--- config.mk ---
export PLATFORM = sky130hd
export DESIGN_NAME = sas_frame_mem
export DESIGN_NICKNAME = d
export VERILOG_FILES = /design/src/sas_pkg.sv /design/src/sas_frame_mem.sv
export SDC_FILE = /design/constraint.sdc
export NUM_CORES = 2
export LEC_CHECK = 0
export BUFFER_PORTS_ARGS = -buffer_cell sky130_fd_sc_hd__buf_2
export CAP_MARGIN = 10
export CORE_MARGIN = 2
export CORE_UTILIZATION = 45
export DETAILED_ROUTE_END_ITERATION = 16
export GPL_ROUTABILITY_DRIVEN = 1
export PLACE_DENSITY = 0.61
export SLEW_MARGIN = 20
export SYNTH_ARGS = -nofsm -noshare
export SYNTH_HDL_FRONTEND = slang
export SYNTH_SLANG_ARGS = --single-unit
--- constraint.sdc ---
create_clock -name clk_i -period 4.7 [get_ports clk_i]
set_input_delay 0.94 -clock clk_i [delete_from_list [all_inputs] [get_ports clk_i]]
set_output_delay 0.94 -clock clk_i [all_outputs]
set_load 0.005 [all_outputs]
--- src/sas_pkg.sv ---
package sas_pkg;

  localparam int FrameWords = 256;
  localparam int NumAnims   = 16;
  localparam int MaxFrames  = 64;
  localparam int FwAddrW    = $clog2(FrameWords);
  localparam int AnimIdW    = $clog2(NumAnims);

  typedef enum logic [2:0] {
    ACT_TICK     = 3'd0,
    ACT_PLAY     = 3'd1,
    ACT_PLAY_OVR = 3'd2,
    ACT_STOP     = 3'd3,
    ACT_WR_FRAME = 3'd4,
    ACT_WR_DESC  = 3'd5
  } action_e;

  typedef enum logic [1:0] {
    ST_IDLE,
    ST_EXEC,
    ST_TILE,
    ST_DIV
  } state_e;

  typedef logic [4:0] cols_t;

  typedef struct packed {
    logic [2:0] action;
    logic [3:0] anim_id;
    logic       restart;
    logic [7:0] rate_override;
    logic       loop_override;
    logic [7:0] mem_addr;
    logic [7:0] tile_value;
    logic [6:0] desc_length;
    logic [7:0] desc_rate;
    logic       desc_loop;
  } in_item_t;

  typedef struct packed {
    logic [7:0] tile_number;
    logic [3:0] tile_column;
    logic [7:0] tile_row;
    logic [5:0] frame_position;
    logic       anim_finished;
    logic       anim_active;
    logic [7:0] held_tile;
  } out_item_t;

  typedef struct packed {
    logic [7:0] base;
    logic [6:0] length;
    logic [7:0] rate;
    logic       loop;
  } desc_t;

  typedef struct packed {
    logic               we;
    logic [FwAddrW-1:0] waddr;
    logic [7:0]         wdata;
    logic               re;
    logic [FwAddrW-1:0] raddr;
  } frame_req_t;

  typedef struct packed {
    logic               we;
    logic [AnimIdW-1:0] waddr;
    desc_t              wdata;
    logic               re;
    logic [AnimIdW-1:0] raddr;
  } table_req_t;

  // ceil(2^16 / c); exact floor(n / c) for n < 256, c <= 16
  function automatic logic [16:0] col_recip(cols_t c);
    logic [16:0] r;
    case (c)
      5'd1:    r = 17'd65536;
      5'd2:    r = 17'd32768;
      5'd3:    r = 17'd21846;
      5'd4:    r = 17'd16384;
      5'd5:    r = 17'd13108;
      5'd6:    r = 17'd10923;
      5'd7:    r = 17'd9363;
      5'd8:    r = 17'd8192;
      5'd9:    r = 17'd7282;
      5'd10:   r = 17'd6554;
      5'd11:   r = 17'd5958;
      5'd12:   r = 17'd5462;
      5'd13:   r = 17'd5042;
      5'd14:   r = 17'd4682;
      5'd15:   r = 17'd4370;
      default: r = 17'd4096;
    endcase
    return r;
  endfunction

endpackage

--- src/sas_frame_mem.sv ---
module sas_frame_mem import sas_pkg::*; (
  input  logic       clk_i,
  input  frame_req_t req_i,
  output logic [7:0] rdata_o
);

  logic [7:0] mem_q [FrameWords];
  logic [7:0] rdata_q;

  always_ff @(posedge clk_i) begin
    if (req_i.we) begin
      mem_q[req_i.waddr] <= req_i.wdata;
    end
    if (req_i.re) begin
      // write-first on same-address collision
      if (req_i.we && (req_i.waddr == req_i.raddr)) begin
        rdata_q <= req_i.wdata;
      end else begin
        rdata_q <= mem_q[req_i.raddr];
      end
    end
  end

  assign rdata_o = rdata_q;

endmodule

==> impl_metrics.csv <==
group,metric,value,unit
cts,cts_tree,"built",
cts,clock_latency,0.84,ns
die,dieArea,0.181,sq mm
global_routing,track_usage,0.229,
cts,htree_num_levels,4,
timing,rsz0062_at_grt,"false",
power_and_ir_drop,p_leak,28.6,nW
global_routing,overflow,0,
worst_setup_path,end_kind,"flop",
route,drc,0,
synthesis,synthAdderAreaFrac,0,
timing,slew_viol_final,0,
worst_setup_path,crit_fanout,26,
synthesis,ys_ff_latch,2056,
timing,finalSetupTns,0,ns
cts,post_cts_resized,0,
cts,clockBufferDepth,3,
synthesis,synth_simple_gate_area_share,0.0297,
synthesis,synth-compound-area-share,0.0419,
timing,setup_ws,0.638,ns
route,wl_per_cell,30.8,um
route,drt_iter0_drc,5442,
worst_setup_path,worst_r2r_startpoint,"mem_q[183][4]",
synthesis,synth.avg_cell_area,19.9,sq um
timing,fmax,246,MHz
worst_setup_path,cp-start-kind,"primary input",
cts,post_cts_buffers,0,
synthesis,synth_top_family_by_area,"multiplexers",
place,place_ws,-0.0986,ns
place,gp_congestion,0.905,
place,place_hpwl,128,mm
timing,worst_pin_slew,1.19,ns
worst_setup_path,r2r_setup_slack,1.08,ns
synthesis,synth.cell_area,0.0798,sq mm
synthesis,yosys.area.top_type_share,0.773,
finish,layout_common_cells,"edfxtp_1 (2056), mux4_2 (350), mux2i_1 (315)",
worst_hold_path,hold_end,"rdata_o[1]",
finish,fin_util,0.514,
cts,cts_made_buffers,204,
worst_hold_path,whs_path_depth,1,
synthesis,synth_edf_count,2056,
synthesis,yosysWarningCount,0,
worst_setup_path,ff2ff_path_depth,7,
synthesis,synth_top_flop_cell,"edfxtp_1",
route,vias,40900,
cts,root_buffer,"clkbuf_16",
synthesis,postSynthNetCount,4034,
synthesis,synthXorXnorAreaFrac,0.000878,
die,core_area,0.176,sq mm
global_routing,antenna_found_initial,9,
status,status,"completed",
finish,layout_commonest_cell,"edfxtp_1",
cts,clk_pin_slew,0.06,ns
worst_hold_path,hp-class,"in -> reg",
power_and_ir_drop,power_per_cell_area,424,mW/mm^2
job,drv_cap,0,
timing,finalCriticalPeriod,4.06,ns
synthesis,synth-seq-area-share,0.773,
power_and_ir_drop,power.total,38.4,mW
route,wl,207,mm
timing,finalCritPeriodShare,0.864,
die,io_pins,35,
global_routing,grt_max_degree,130,
finish,final_nets,4233,
route,viasPerCell,6.07,
synthesis,yosysTopAreaCell,"edfxtp_1",
worst_setup_path,crit_arrival,4.64,ns
die,die_width,425,um
route,drt-pass1-iter-count,5,
finish,drive_above_1_share,0.205,
place,dpl-instance-area,0.0838,sq mm
timing,setup_viol,0,
timing,finClkSkew,0.0353,ns
synthesis,syn_inst,4007,
global_routing,first_global_vias,40000,
die,rows,154,
finish,syn_to_final_growth,13.3,%
finish,stdcell_area,0.0905,sq mm
cts,cts_sinks,2056,
route,ant_nets,0,
worst_setup_path,worst-setup-path-type,"in -> reg",
place,io_buffers,34,
timing,relSlewSlack,0.197,
timing,holdWs,0.524,ns
finish,fin_cells,6728,
cts,hold_buffers,0,
worst_setup_path,timing.rr.end,"rdata_o[4]",
place,dp.cells,6340,
die,start_util,0.453,
power_and_ir_drop,ir_worst_vdd,0.000326,V
worst_hold_path,worstHoldStart,"req_i[8]",
synthesis,yosysUniqueCellTypes,47,
timing,hold_violations,0,
global_routing,grt_pass1_wl,296,mm
synthesis,ys_top_cells_by_area,"edfxtp_1 (77%), mux4_2 (9.9%), mux2i_1 (3.9%)",
synthesis,synthArstFlopShare,0,
die,dieHeight,425,um
worst_setup_path,required,5.28,ns
synthesis,synthMuxAreaShare,0.138,
==> area by class of cell <==
class / instances / area, sq um
fillers: 14000 / 85700
well taps: 2340 / 2930
diodes: 8 / 20.0
clock inverters: 130 / 1270
inverters: 7 / 26.3
repair buffers: 243 / 2210
clock buffers: 250 / 5410
multi-input cells: 1694 / 16900
flip-flops and latches: 2056 / 61700
==> how the worst max path moves through the flow <==
| stage | startpoint | to | slack [ns] | depth (start not counted) |
|---|---|---|---|---|
| floorplan | req_i[1] | rdata_o[4] | 1.34 | 9 |
| global placement | req_i[0] | rdata_o[4] | -0.03 | 11 |
| detailed placement | req_i[0] | rdata_o[4] | -0.1 | 11 |
| CTS | req_i[0] | rdata_o[4] | 0.79 | 11 |
| global route | req_i[0] | rdata_o[4] | 0.63 | 11 |
| finish | req_i[4] | rdata_o[4] | 0.64 | 10 |
==> sequential cells by signal, summed over array words and instances (netlist names) <==
| signal | count |
|---|---|
| mem_q | 2048 |
| rdata_o | 8 |
==> cells by family after synthesis <==
| family | count (synthesis) |
|---|---|
| DFF | 2056 |
| muxes | 665 |
| and+or+nand+nor | 541 |
| AOI/OAI and AO/OA | 480 |
| buffers and inverters | 257 |
| xor gates and xnor gates | 8 |
==> metal layers <==
layer  part of all wire  vias to the layer above  wire length, um  GRT usage
met1               0.42                    21600            86200      0.334
met3              0.082                      345            16900     0.0410
li1                   -                    17000                -          -
met2               0.47                     1832            97300      0.351
met5                  0                        -                0          0
met4              0.033                        0             6770     0.0777
==> critical path, stage by stage <==
cell	delay, ns
buf_4	0.11
clkinv_1	0.66
buf_4	0.58
nand2_1	0.24
nor2_1	0.22
a22oi_1	0.48
a41oi_1	0.24
a2111oi_0	0.83
buf_4	0.25
a21oi_1	0.06
==> report_power, final <==
group | internal (mW) | switching [mW]
Clock | 9.33 | 6.90
Sequential | 20.2 | 0.0263
Combinational | 0.629 | 1.28
==> synth_stat cells (8+ instances only) <==
cell type,n
nor2b_1,30
nor2_1,295
buf_2,51
buf_6,11
a22oi_1,98
o221ai_1,39
edfxtp_1,2056
buf_4,42
a221oi_1,59
o21ai_0,62
o31ai_1,11
nand4_1,26
a211oi_1,43
a21oi_1,71
nand3_1,39
o22ai_1,65
or4_1,8
nor3_1,40
buf_1,20
mux2i_1,315
nand2_1,79
mux4_2,350
clkbuf_1,126
Power figures use the tool's default switching activity.
