## src/sas_pkg.sv

```systemverilog
package sas_pkg;

  localparam int FrameWords = 256;
  localparam int NumAnims   = 16;
  localparam int MaxFrames  = 64;
  localparam int FwAddrW    = $clog2(FrameWords);
  localparam int AnimIdW    = $clog2(NumAnims);

  typedef enum logic [2:0] {
    ACT_TICK     = 3'd0,
    ACT_PLAY     = 3'd1,
    ACT_PLAY_OVR = 3'd2,
    ACT_STOP     = 3'd3,
    ACT_WR_FRAME = 3'd4,
    ACT_WR_DESC  = 3'd5
  } action_e;

  typedef enum logic [1:0] {
    ST_IDLE,
    ST_EXEC,
    ST_TILE,
    ST_DIV
  } state_e;

  typedef logic [4:0] cols_t;

  typedef struct packed {
    logic [2:0] action;
    logic [3:0] anim_id;
    logic       restart;
    logic [7:0] rate_override;
    logic       loop_override;
    logic [7:0] mem_addr;
    logic [7:0] tile_value;
    logic [6:0] desc_length;
    logic [7:0] desc_rate;
    logic       desc_loop;
  } in_item_t;

  typedef struct packed {
    logic [7:0] tile_number;
    logic [3:0] tile_column;
    logic [7:0] tile_row;
    logic [5:0] frame_position;
    logic       anim_finished;
    logic       anim_active;
    logic [7:0] held_tile;
  } out_item_t;

  typedef struct packed {
    logic [7:0] base;
    logic [6:0] length;
    logic [7:0] rate;
    logic       loop;
  } desc_t;

  typedef struct packed {
    logic               we;
    logic [FwAddrW-1:0] waddr;
    logic [7:0]         wdata;
    logic               re;
    logic [FwAddrW-1:0] raddr;
  } frame_req_t;

  typedef struct packed {
    logic               we;
    logic [AnimIdW-1:0] waddr;
    desc_t              wdata;
    logic               re;
    logic [AnimIdW-1:0] raddr;
  } table_req_t;

  // ceil(2^16 / c); exact floor(n / c) for n < 256, c <= 16
  function automatic logic [16:0] col_recip(cols_t c);
    logic [16:0] r;
    case (c)
      5'd1:    r = 17'd65536;
      5'd2:    r = 17'd32768;
      5'd3:    r = 17'd21846;
      5'd4:    r = 17'd16384;
      5'd5:    r = 17'd13108;
      5'd6:    r = 17'd10923;
      5'd7:    r = 17'd9363;
      5'd8:    r = 17'd8192;
      5'd9:    r = 17'd7282;
      5'd10:   r = 17'd6554;
      5'd11:   r = 17'd5958;
      5'd12:   r = 17'd5462;
      5'd13:   r = 17'd5042;
      5'd14:   r = 17'd4682;
      5'd15:   r = 17'd4370;
      default: r = 17'd4096;
    endcase
    return r;
  endfunction

endpackage

```

## src/sas_anim_table.sv

```systemverilog
module sas_anim_table import sas_pkg::*; (
  input  logic       clk_i,
  input  logic       rst_ni,
  input  table_req_t req_i,
  output desc_t      rdata_o
);

  desc_t               mem_q [NumAnims];
  logic [NumAnims-1:0] valid_q;
  desc_t               rd_q;
  logic                rd_valid_q;

  always_ff @(posedge clk_i) begin
    if (req_i.we) begin
      mem_q[req_i.waddr] <= req_i.wdata;
    end
    if (req_i.re) begin
      rd_q <= mem_q[req_i.raddr];
    end
  end

  always_ff @(posedge clk_i or negedge rst_ni) begin
    if (!rst_ni) begin
      valid_q    <= '0;
      rd_valid_q <= 1'b0;
    end else begin
      if (req_i.we) begin
        valid_q[req_i.waddr] <= 1'b1;
      end
      if (req_i.re) begin
        rd_valid_q <= valid_q[req_i.raddr];
      end
    end
  end

  // unwritten entries read as absent
  assign rdata_o = rd_valid_q ? rd_q : '0;

endmodule

```

## config.mk

```make
export PLATFORM = sky130hd
export DESIGN_NAME = sas_anim_table
export DESIGN_NICKNAME = d
export VERILOG_FILES = /design/src/sas_pkg.sv /design/src/sas_anim_table.sv
export SDC_FILE = /design/constraint.sdc
export NUM_CORES = 1
export LEC_CHECK = 0
export BUFFER_PORTS_ARGS = -buffer_cell sky130_fd_sc_hd__buf_4
export CAP_MARGIN = 15
export CORE_MARGIN = 2
export CORE_UTILIZATION = 50
export CTS_CLUSTER_SIZE = 28
export DETAILED_ROUTE_END_ITERATION = 12
export GPL_TIMING_DRIVEN = 0
export PLACE_DENSITY = 0.69
export SKIP_LAST_GASP = 1
export SLEW_MARGIN = 20
export SYNTH_ARGS = -nofsm -noshare
export SYNTH_HDL_FRONTEND = slang
export SYNTH_SLANG_ARGS = --single-unit
```

## constraint.sdc

```tcl
create_clock -name clk_i -period 1.7 [get_ports clk_i]
set_clock_uncertainty 0.2 [all_clocks]
set_input_delay 0.085 -clock clk_i [delete_from_list [all_inputs] [get_ports clk_i]]
set_output_delay 0.085 -clock clk_i [all_outputs]
set_load 0.01 [all_outputs]
```

==> out/metrics.yaml <==
routing:
  wl_per_cell_um: 29.55
  drt_first_pass_iters: 5
  wirelength_um: 36560
  viasPerCell: 6.047
  vias: 7480
  ant_nets: 0
  dr.first_iter.drc_count: 924
  drc_errors: 0
worst_setup_path:
  worst-r2r-setup-slack_ns: -0.19
  cp_max_fo: 1
  crit_chain: "mux4_2 -> mux4_2"
  r2r_start: "mem_q[0][21]"
  start_kind: "flop"
  critPathArrivalTime_ns: 1.94
  crit_start: "mem_q[0][21]"
  max_stage_delay_ns: 0.52
  worstPathRequired_ns: 1.74
  worst_path_most_repeated_cell: "mux4_2"
  worst_path_max_delay_cell: "mux4_2"
  critPathKind: "reg2reg"
  cp-end-kind: "flop"
  critPathBufInv: 0
  critPathTopFamily: "multiplexers"
global_routing:
  grt_overflow_total: 0
  grt_max_degree: 26
  track_usage_pct: 21.83
  grt_pass1_vias: 7982
  grt_pass1_wl_um: 51940
  antenna_found_initial: 1
logic_synthesis:
  ys_types: 19
  synth_top_family_by_area: "multiplexers"
  synth_fa_ha_area_share_pct: 0
  ys_seq_area_share_pct: 78.28
  syn_inst: 646
  synth-xor-area-share_pct: 0
  yosys_warnings: 0
  synth_area_per_cell_um2: 25.07
  synth_compound_area_share_pct: 0
  yosys_register_bits: 425
  syn-cell-area_um2: 16190
  synth-simple-area-share_pct: 2.225
  synth_nets: 682
  synth_mux_area_share_pct: 18.22
floorplanning:
  die_h_um: 184.0
  start_util_pct: 51.06
  io-pin-count: 60
  core_area_um2: 31720
  die_area_um2: 33850
  row_count: 65
  die_x_um: 184.0
finish:
  drive_gt1_share_pct: 41.61
  final_nets: 843
  post-route-util_pct: 61.85
  multiInputGateArea_um2: 3386
  layout_common_cells: "408 x edfxtp_1, 124 x mux4_2, 47 x buf_4, 47 x clkbuf_16, 30 x dlygate4sd3_1"
  num-fill-cells: 2094
  stdcell_area_um2: 19620
  synthToLayoutAreaGrowth_pct: 21.15
  regArea_um2: 12680
  final_common_cell: "edfxtp_1"
sta:
  fmax_mhz: 528.1
  setup_viol: 47
  maxSlewViolCount: 0
  layout_setup_ws_ns: -0.1937
  relSlewSlack_pct: 33.91
  worst_hold_slack_ns: -0.02209
  hold_viol_final: 30
  rsz0062_at_grt: "true"
  fin_crit_sh_pct: 111.4
  worstMarginPinSlew_ns: 0.9914
  fin_tns_setup_ns: -4.973
  period_needed_ns: 1.894
power:
  finalPower_uw: 23120
  powerDensity_nw_per_um2: 1179
  p_leak_uw: 0.006406
  irDropWorstVdd_uv: 1045
clocking:
  cts_hold_buf: 30
  cts-root-buf: "clkbuf_16"
  cts_tree: "done"
  cts_htree_levels: 2
  clk_pin_slew_ns: 0.06
  cts_buffer_depth: 3
  insertion_delay_ns: 0.52
  cts_made_buffers: 43
  clkSinkCount: 425
status:
  status: "finished, violations left"
  violations: "hold timing, setup timing"
hold_path:
  hp-start: "req_i[32]"
  hp-class: "in2reg"
run:
  max_cap_violations: 0
place:
  gp_congestion: 0.7329
  placed_cell_area_um2: 17700
  dp_hpwl_um: 21130
  numPortBuffers: 55
[worst paths after layout]
kind,end,cells after the start
worst max-delay path,rd_q[21],2
worst min-delay path,mem_q[2][14],3
max in group asynchronous,rd_valid_q,3
worst max register to register,rd_q[21],2
worst min register to register,valid_q[11],1
min in group asynchronous,valid_q[15],3
[final cells by class]
| cell class | count | share of cell area [%] |
|---|---|---|
| Clock inverter | 19 | 1.059 |
| Clock buffer | 53 | 5.893 |
| Sequential cell | 425 | 64.64 |
| Timing Repair Buffer | 116 | 6.703 |
| Buffer | 30 | 1.875 |
| Multi-Input combinational cell | 191 | 17.26 |
| Tap cell | 402 | 2.564 |
| Antenna cell | 1 | 0.01276 |
[worst min-delay path: stages]
cell and delay [ns]:
buf_4 0.11, or3b_4 0.20, nor2_4 0.12
[state kept, by name (all words and copies together), names as in the netlist]
signal / cells
rd_q: 24
mem_q: 384
valid_q: 16
rd_valid_q: 1
[per-stage QoR]
step,std cells,hold slack [ns],worst slack [ns]
floorplan,646,-0.4106,-0.2848
global placement,1103,-0.2559,-1.918
detailed placement,1123,-0.2422,-0.6050
CTS,1228,-0.01896,-0.1844
global route,1237,-0.02290,-0.2130
finish,1237,-0.02209,-0.1937
[routing by layer]
layer / track usage [%] / vias to the layer above / part of all wire [%]
met5: 0 / - / 0
met4: 5.984 / 0 / 1.7
met3: 3.784 / 48 / 6.5
met2: 37.87 / 317 / 53
met1: 28.83 / 4032 / 39
li1: - / 3083 / -
[cell usage after synthesis, drive strengths merged]
library cell | count | area (um2)
and2 | 24 | 150.1
buf | 18 | 161.4
clkbuf | 12 | 45.04
dfrtp | 17 | 425.4
edfxtp | 408 | 12250
mux2 | 1 | 11.26
mux2i | 3 | 30.03
mux4 | 124 | 2909
nand2 | 1 | 3.750
nand2b | 2 | 12.51
nand3 | 1 | 5.000
nand3b | 2 | 15.01
nor2 | 12 | 45.04
nor3 | 4 | 20.02
or2 | 16 | 100.1
or3b | 1 | 8.760
[cells by family (layout without fill, tap and decap cells)]
group / Yosys count / count (layout)
and+or+nand+nor: 63 / 63
other: 0 / 1
muxes: 128 / 128
buffers and inverters: 30 / 218
DFF: 425 / 425
[power by group]
group / switching (uW) / internal, uW
clock: 3650 / 5540
combinational: 899 / 1090
sequential: 132 / 11800
total: 4680 / 18400
[repair_timing]
| item | in CTS | in global routing |
|---|---|---|
| endpoints found under the setup margin | 51 | 100 |
| endpoints found under the hold margin | 515 | 30 |
| pin swaps | 1 | 3 |
| cloned | 0 | 2 |
| resized for setup | 14 | 40 |
| setup buffers | 3 | 6 |
Power figures use the tool's default switching activity.
