<file path="config.mk">
export PLATFORM = sky130hd
export DESIGN_NAME = sas_tile_div
export DESIGN_NICKNAME = d
export VERILOG_FILES = /design/src/sas_pkg.sv /design/src/sas_tile_div.sv
export SDC_FILE = /design/constraint.sdc
export NUM_CORES = 1
export LEC_CHECK = 0
export ABC_AREA = 1
export BUFFER_PORTS_ARGS = -buffer_cell sky130_fd_sc_hd__buf_2
export CAP_MARGIN = 10
export CORE_MARGIN = 2
export CORE_UTILIZATION = 35
export CTS_CLUSTER_SIZE = 24
export DETAILED_ROUTE_END_ITERATION = 8
export HOLD_SLACK_MARGIN = 0.08
export PLACE_DENSITY_LB_ADDON = 0.1
export RECOVER_POWER = 100
export SLEW_MARGIN = 40
export SYNTH_ARGS = -nofsm -noshare
export SYNTH_HDL_FRONTEND = slang
export SYNTH_SLANG_ARGS = --single-unit
</file>
<file path="constraint.sdc">
create_clock -name clk_i -period 5.79 [get_ports clk_i]
set_input_delay 0.2895 -clock clk_i [delete_from_list [all_inputs] [get_ports clk_i]]
set_output_delay 0.2895 -clock clk_i [all_outputs]
set_load 0.005 [all_outputs]
</file>
<file path="src/sas_pkg.sv">
package sas_pkg;

  localparam int FrameWords = 256;
  localparam int NumAnims   = 16;
  localparam int MaxFrames  = 64;
  localparam int FwAddrW    = $clog2(FrameWords);
  localparam int AnimIdW    = $clog2(NumAnims);

  typedef enum logic [2:0] {
    ACT_TICK     = 3'd0,
    ACT_PLAY     = 3'd1,
    ACT_PLAY_OVR = 3'd2,
    ACT_STOP     = 3'd3,
    ACT_WR_FRAME = 3'd4,
    ACT_WR_DESC  = 3'd5
  } action_e;

  typedef enum logic [1:0] {
    ST_IDLE,
    ST_EXEC,
    ST_TILE,
    ST_DIV
  } state_e;

  typedef logic [4:0] cols_t;

  typedef struct packed {
    logic [2:0] action;
    logic [3:0] anim_id;
    logic       restart;
    logic [7:0] rate_override;
    logic       loop_override;
    logic [7:0] mem_addr;
    logic [7:0] tile_value;
    logic [6:0] desc_length;
    logic [7:0] desc_rate;
    logic       desc_loop;
  } in_item_t;

  typedef struct packed {
    logic [7:0] tile_number;
    logic [3:0] tile_column;
    logic [7:0] tile_row;
    logic [5:0] frame_position;
    logic       anim_finished;
    logic       anim_active;
    logic [7:0] held_tile;
  } out_item_t;

  typedef struct packed {
    logic [7:0] base;
    logic [6:0] length;
    logic [7:0] rate;
    logic       loop;
  } desc_t;

  typedef struct packed {
    logic               we;
    logic [FwAddrW-1:0] waddr;
    logic [7:0]         wdata;
    logic               re;
    logic [FwAddrW-1:0] raddr;
  } frame_req_t;

  typedef struct packed {
    logic               we;
    logic [AnimIdW-1:0] waddr;
    desc_t              wdata;
    logic               re;
    logic [AnimIdW-1:0] raddr;
  } table_req_t;

  // ceil(2^16 / c); exact floor(n / c) for n < 256, c <= 16
  function automatic logic [16:0] col_recip(cols_t c);
    logic [16:0] r;
    case (c)
      5'd1:    r = 17'd65536;
      5'd2:    r = 17'd32768;
      5'd3:    r = 17'd21846;
      5'd4:    r = 17'd16384;
      5'd5:    r = 17'd13108;
      5'd6:    r = 17'd10923;
      5'd7:    r = 17'd9363;
      5'd8:    r = 17'd8192;
      5'd9:    r = 17'd7282;
      5'd10:   r = 17'd6554;
      5'd11:   r = 17'd5958;
      5'd12:   r = 17'd5462;
      5'd13:   r = 17'd5042;
      5'd14:   r = 17'd4682;
      5'd15:   r = 17'd4370;
      default: r = 17'd4096;
    endcase
    return r;
  endfunction

endpackage

</file>
<file path="src/sas_tile_div.sv">
module sas_tile_div import sas_pkg::*; (
  input  logic       clk_i,
  input  logic       load_i,
  input  logic [7:0] tile_i,
  input  cols_t      cols_i,
  output logic [7:0] tile_o,
  output logic [3:0] column_o,
  output logic [7:0] row_o
);

  logic [7:0]  tile_q;
  logic [24:0] prod_q;
  logic [12:0] back;
  logic [7:0]  rem;

  always_ff @(posedge clk_i) begin
    if (load_i) begin
      tile_q <= tile_i;
      prod_q <= 25'(tile_i) * 25'(col_recip(cols_i));
    end
  end

  assign row_o    = prod_q[23:16];
  assign back     = 13'(row_o) * 13'(cols_i);
  assign rem      = tile_q - back[7:0];
  assign column_o = rem[3:0];
  assign tile_o   = tile_q;

endmodule

</file>
==> results.yml, run 1 <==
synthesis:
  synth_area_leader_cell: "fa_1"
  synth.distinct_cells: 34
  ys.warnings.count: 0
  yosysSeqAreaShare_pct: 9.20
  synth_nets: 838
  syn-cell-area_mm2: 0.00522
  synth_top_area_share_pct: 34.9
  syn_avg_cell_area_um2: 7.68
  synthCells: 680
  synth_area_leaders: "fa_1 (35%), ha_1 (12%), inv_1 (11%)"
  ys_ff_latch: 16
setup_path:
  cp_cell_sequence: "buf_2 > inv_1 > ha_1 > nand2_1 > nand2_1 > nand2_1 > o21ai_1 > or2_2 > fa_1 > inv_1 > fa_1 > fa_1 > inv_1 > fa_1 > inv_1 > ha_1 > nand2_1 > nor2_1 > inv_1 > nor3_1 > nand2_1 > o21ai_0 > xor2_1"
  crit_type: "in -> reg"
  crit_start: "cols_i[0]"
  crit_cells: 23
  cp_slowest_cell: "fa_1"
  crit_fanout: 8
  critical_path.endpoint_type: "flop"
  crit_family: "adder cells"
  endpoint: "prod_q[20]$_DFFE_PP_"
  crit_buf_inv: 6
  cp-start-kind: "primary input"
  worstPathRequired_ns: 5.78
  critical-path-max-stage-delay_ns: 0.55
  arrival_ns: 5.37
final_layout:
  seq_area_um2: 480
  drive_above_1_share_pct: 5.63
  fillCellCount: 1560
  antenna_cells: 0
  design_area_mm2: 0.00566
  areaGrowthSynthToFinish_pct: 8.34
  layout_commonest_cell: "inv_1"
  final_cell_mix: "inv_1 (150), nor2_1 (146), nand2_1 (100), fa_1 (91), ha_1 (52)"
  multi_input_area_mm2: 0.00411
  num-nets-final: 870
timing:
  tns_ns: 0
  worst_pin_slew_ns: 1.02
  maxSlewHeadroom_pct: 31.8
  setup_viol: 0
  layout_min_cycle_time_ns: 5.37
  period_share_pct: 92.8
  max_freq_mhz: 186
  rsz0062_at_grt: "false"
  maxSlewViolCount: 0
  final_hold_viol_count: 0
clocking:
  htree_levels: 1
  cts_setup_buffers: 0
  cts.sinks: 16
  cts_tree: "built"
  postCtsHoldBufs: 0
  cts_resized: 0
  cts_made_buffers: 3
  clk_pin_slew_ns: 0.06
  cts.path.max_buffers: 2
  cts-root-buf: "clkbuf_16"
floorplanning:
  die_area_mm2: 0.0159
  io-pin-count: 35
  std_cell_rows: 44
  die_h_um: 126
  initial_utilization_pct: 35.9
  coreArea_mm2: 0.0145
  die_width_um: 126
global_routing:
  grt_pass1_wl_mm: 24.2
  grt_max_degree: 17
  track_usage_pct: 19.3
  grt_pass1_vias: 4615
  antenna_found_initial: 0
  overflow: 0
detailed_routing:
  drtIter0Drc: 249
  ant_nets: 0
  via_per_inst: 4.85
  dr.pass1.iters: 5
  routed_wl_mm: 14.5
  drc: 0
  vias: 4345
  wl_per_cell_um: 16.2
run_status:
  status: "complete, no violations"
power_and_ir_drop:
  p_clk_share_pct: 12.9
  switching_share_pct: 50.4
  power_density_mw_per_mm2: 202
  p_comb_share_pct: 71.9
  pwr-share-seq_pct: 15.3
  switchingPower_uw: 574
  p_int_uw: 566
  p_leak_uw: 0.00312
  peakVddDrop_uv: 99.8
place:
  io_buffers: 34
  gp_congestion: 0.882
  post-dp-hpwl_mm: 12.5
  place_area_mm2: 0.00560
flow_run:
  max-cap-violations: 0
min_path:
  hp-class: "in -> reg"
[Yosys cell counts (all sizes together)]
cell	number
clkinv	1
nand2	102
buf	1
inv	156
o21ai	13
a21o	4
a32oi	1
fa	91
xor2	12
o22ai	2
o211ai	4
o21bai	3
or2	2
nand3	15
clkbuf	9
a31oi	3
xnor2	8
nand4	5
edfxtp	16
nor2	150
nand3b	1
o221ai	1
a21oi	19
nor3	6
o21a	3
ha	52
[registers in the layout, summed over array words and instances, names as in the netlist]
signal,count
prod_q,8
tile_o,8
[cell type report]
class                      count  share of cell area (%)
tap                          184                    4.07
multi-input combinational    497                    72.6
clock buffer                   3                    1.33
sequential                    16                    8.49
inverter                     157                    10.4
clock inverter                 1                  0.0663
timing repair buffer          37                    3.03
[metrics by stage]
step	cells	total power [uW]	util, %	setup WS, ns	hold WS (ns)
finish	895	1140	38.9	0.416	0.362
floorplan	680	748	-	1.06	0.388
global placement	891	997	38.5	0.230	0.556
global route	895	1280	38.9	0.0980	0.358
CTS	895	1160	39.1	0.495	0.283
detailed placement	891	1000	38.5	0.251	0.543
[routing by layer]
layer	global-route usage, %	up-vias	share of wire (%)
li1	-	2106	-
met1	26.7	2079	45
met2	31.2	135	46
met3	3.48	25	6.3
met4	5.37	0	2.9
met5	0	-	0
[power groups by stage]
stage          Combinational [uW]  Sequential [uW]  Clock (uW)
6_report                      820              174         147
5_1_grt                       948              177         155
4_1_cts                       837              174         151
3_5_place_dp                  826              176           0
3_3_place_gp                  823              175           0
2_1_floorplan                 576              172           0
[worst min path at each step]
stage,from,end,slack (ns),depth (start not counted)
after detailed placement,tile_i[2],tile_o[2]$_DFFE_PP_,0.54,1
after global routing,tile_i[2],tile_o[2]$_DFFE_PP_,0.36,1
after CTS,tile_i[2],tile_o[2]$_DFFE_PP_,0.28,1
after floorplan,tile_i[0],tile_o[0]$_DFFE_PP_,0.39,0
final,tile_i[2],tile_o[2]$_DFFE_PP_,0.36,1
after global placement,tile_i[2],tile_o[2]$_DFFE_PP_,0.56,1
[cells by family (layout without fill, tap and decap cells)]
| family | count (synthesis) | after routing | synth area share [%] |
|---|---|---|---|
| buffers and inverters | 167 | 198 | 12.1 |
| AND/OR/NAND/NOR | 281 | 281 | 22.0 |
| adder cells (fa/ha/maj) | 143 | 143 | 47.3 |
| XOR/XNOR | 20 | 20 | 3.35 |
| AO/OA/AOI/OAI | 53 | 53 | 6.01 |
| flip-flops | 16 | 16 | 9.20 |
No activity file was read; power rests on OpenSTA's default activity.
==> inputs of run 2 (changes only) <==
--- a/config.mk
+++ b/config.mk
@@ -5,7 +5,6 @@
 export SDC_FILE = /design/constraint.sdc
 export NUM_CORES = 1
 export LEC_CHECK = 0
-export ABC_AREA = 1
 export BUFFER_PORTS_ARGS = -buffer_cell sky130_fd_sc_hd__buf_2
 export CAP_MARGIN = 10
 export CORE_MARGIN = 2
==> run 2 against run 1 <==
  * Global-route usage down 2.5 points
  * Clock power is essentially flat
  * Core utilization is 1.1 points higher
  * Critical endpoint is now prod_q[23]$_DFFE_PP_
==> results.yml, run 2 <==
global_routing:
  track_usage_pct: 16.8
  overflow: 0
  antenna_found_initial: 0
  grt_max_degree: 21
  grt_pass1_vias: 4266
  grt_pass1_wl_mm: 21.9
setup_path:
  arrival_ns: 5.49
  critical-path-max-stage-delay_ns: 0.54
  worstPathRequired_ns: 5.79
  cp-start-kind: "primary input"
  cp_slowest_cell: "fa_1"
  crit_fanout: 9
  crit_type: "in -> reg"
  cp_cell_sequence: "buf_2 > inv_1 > ha_1 > inv_1 > a21oi_1 > nor2_1 > a211oi_1 > buf_4 > and2_1 > fa_1 > fa_1 > fa_1 > inv_1 > fa_1 > inv_1 > ha_1 > o211ai_1 > a2111oi_1 > o31ai_2 > a21oi_2 > mux2i_1 > o311ai_1"
  critical_path.endpoint_type: "flop"
synthesis:
  synth_edf_count: 16
  synth_area_leaders: "fa_1 (34%), and2_1 (14%), ha_1 (12%)"
  synth_top_family_by_area: "adder cells"
  netlist_top_cells_count: "and2_1 (120), inv_1 (103), fa_1 (91)"
  syn-cell-area_mm2: 0.00530
  synthCells: 589
  synth_xor_area_share_pct: 3.31
  ys.flop_type: "edfxtp_1"
  synthSimpleGateAreaFrac_pct: 23.0
  ys.warnings.count: 0
  synthAdderAreaFrac_pct: 46.7
  ys_ff_latch: 16
  syn_avg_cell_area_um2: 8.99
  synth_compound_area_share_pct: 8.65
  synth_most_common_cell: "and2_1"
  yosysSeqAreaShare_pct: 9.07
  synth_mux_area_share_pct: 0.567
  synth_area_leader_cell: "fa_1"
  async_reset_ff_share_pct: 0
  synth_nets: 747
  synth.distinct_cells: 47
  synth_top_area_share_pct: 34.4
detailed_routing:
  dr.pass1.iters: 4
  met3_length_um: 503
  route.met2.wl_mm: 5.79
  ant_nets: 0
  routed_wl_mm: 12.7
  wl_per_cell_um: 15.5
  dr.max_layer_used: "met4"
  vias: 3987
  m1WireLength_mm: 6.18
  via_per_inst: 4.88
  drtIter0Drc: 227
  drc: 0
final_layout:
  design_area_mm2: 0.00586
  antenna_cells: 0
  final_cell_mix: "and2_1 (119), inv_1 (103), fa_1 (91), ha_1 (52), nand2_1 (46)"
  areaGrowthSynthToFinish_pct: 10.6
  multi_input_area_mm2: 0.00435
  fillCellCount: 1501
  layout_commonest_cell: "and2_1"
  final_util_pct: 40.0
  num-nets-final: 792
  stdcell_count: 817
  seq_area_um2: 480
  drive_above_1_share_pct: 8.37
power_and_ir_drop:
  switching_share_pct: 46.2
  p_comb_share_pct: 70.7
  pwr-share-seq_pct: 15.9
  p_int_uw: 580
  switchingPower_uw: 498
  power_density_mw_per_mm2: 184
  p_leak_uw: 0.00292
  p_clk_share_pct: 13.3
  peakVddDrop_uv: 126
timing:
  final_hold_viol_count: 0
  rsz0062_at_grt: "false"
  maxSlewViolCount: 0
  max_freq_mhz: 182
  setup_viol: 0
  period_share_pct: 94.8
  worst_pin_slew_ns: 0.972
  maxSlewHeadroom_pct: 35.2
  worst_slack_ns: 0.300
  hold_slack_ns: 0.641
  layout_min_cycle_time_ns: 5.49
floorplanning:
  io-pin-count: 35
  initial_utilization_pct: 36.2
  die_h_um: 127
  die_width_um: 127
  coreArea_mm2: 0.0146
  die_area_mm2: 0.0161
  std_cell_rows: 44
clocking:
  cts-root-buf: "clkbuf_16"
  cts.sinks: 16
  cts_made_buffers: 3
  cts.path.max_buffers: 2
  htree_levels: 1
  cts_tree: "built"
  postCtsHoldBufs: 0
  clk_pin_slew_ns: 0.06
place:
  io_buffers: 34
  gp_congestion: 0.832
  place_area_mm2: 0.00580
  dp.cells: 813
  post-dp-hpwl_mm: 10.3
  pre_cts_slack_ns: -0.0759
min_path:
  worst_hold_path.endpoint: "tile_o[6]$_DFFE_PP_"
  hold_start: "tile_i[6]"
  whs_path_depth: 1
  hp-class: "in -> reg"
run_status:
  status: "complete, no violations"
flow_run:
  max-cap-violations: 0
[run 2: what timing repair did]
item	CTS	global route
setup endpoints to repair	0	3
setup buffers	0	0
gates resized for setup	0	3
hold endpoints to repair	0	0
[run 2: layout make-up]
cell class                      count  area share [%]
Clock buffer                        3            1.28
Clock inverter                      1          0.0641
Inverter                          103            6.60
Multi-Input combinational cell    452            74.3
Sequential cell                    16            8.20
Tap cell                          184            3.93
Timing Repair Buffer               58            5.66
[run 2: layer usage]
layer,global-route usage (%),vias up
met1,24.6,1950
met4,2.26,0
li1,-,1937
met2,28.1,87
met3,1.09,13
met5,0,-
[run 2: cells by family (layout without fill, tap and decap cells)]
kind of cell,count (synthesis),after routing
and+or+nand+nor,216,216
adders and majority gates,143,143
buffers and inverters,121,165
AOI/OAI and AO/OA,70,70
xor gates and xnor gates,20,20
DFF,16,16
muxes,3,3
[run 2: worst max-delay path by stage]
stage	from	to	slack, ns
4_1_cts	cols_i[0]	prod_q[23]$_DFFE_PP_	0.13
3_3_place_gp	cols_i[0]	prod_q[23]$_DFFE_PP_	0.04
5_1_grt	cols_i[0]	prod_q[18]$_DFFE_PP_	0.008
6_report	cols_i[0]	prod_q[23]$_DFFE_PP_	0.30
3_5_place_dp	cols_i[0]	prod_q[23]$_DFFE_PP_	-0.08
2_1_floorplan	cols_i[0]	prod_q[23]$_DFFE_PP_	0.55
[run 2: worst max-delay path, delay by kind of cell]
family	cells	cell delay [ns]
adder cells (fa/ha/maj)	6	2.61
buffers and inverters	6	0.63
AND/OR/NAND/NOR	2	0.20
multiplexers	1	0.21
AO/OA/AOI/OAI	7	1.53
[run 2: power by group through the flow]
stage,Clock (uW),Combinational (uW),Sequential (uW)
3_5_place_dp,0,773,174
4_1_cts,147,785,172
6_report,144,763,172
5_1_grt,152,881,175
3_3_place_gp,0,767,173
2_1_floorplan,0,522,169
[run 2: through the flow]
stage | TNS, ns | power (uW)
2_1_floorplan | 0 | 691
3_3_place_gp | 0 | 940
3_5_place_dp | -0.0759 | 947
4_1_cts | 0 | 1100
5_1_grt | 0 | 1210
6_report | 0 | 1080
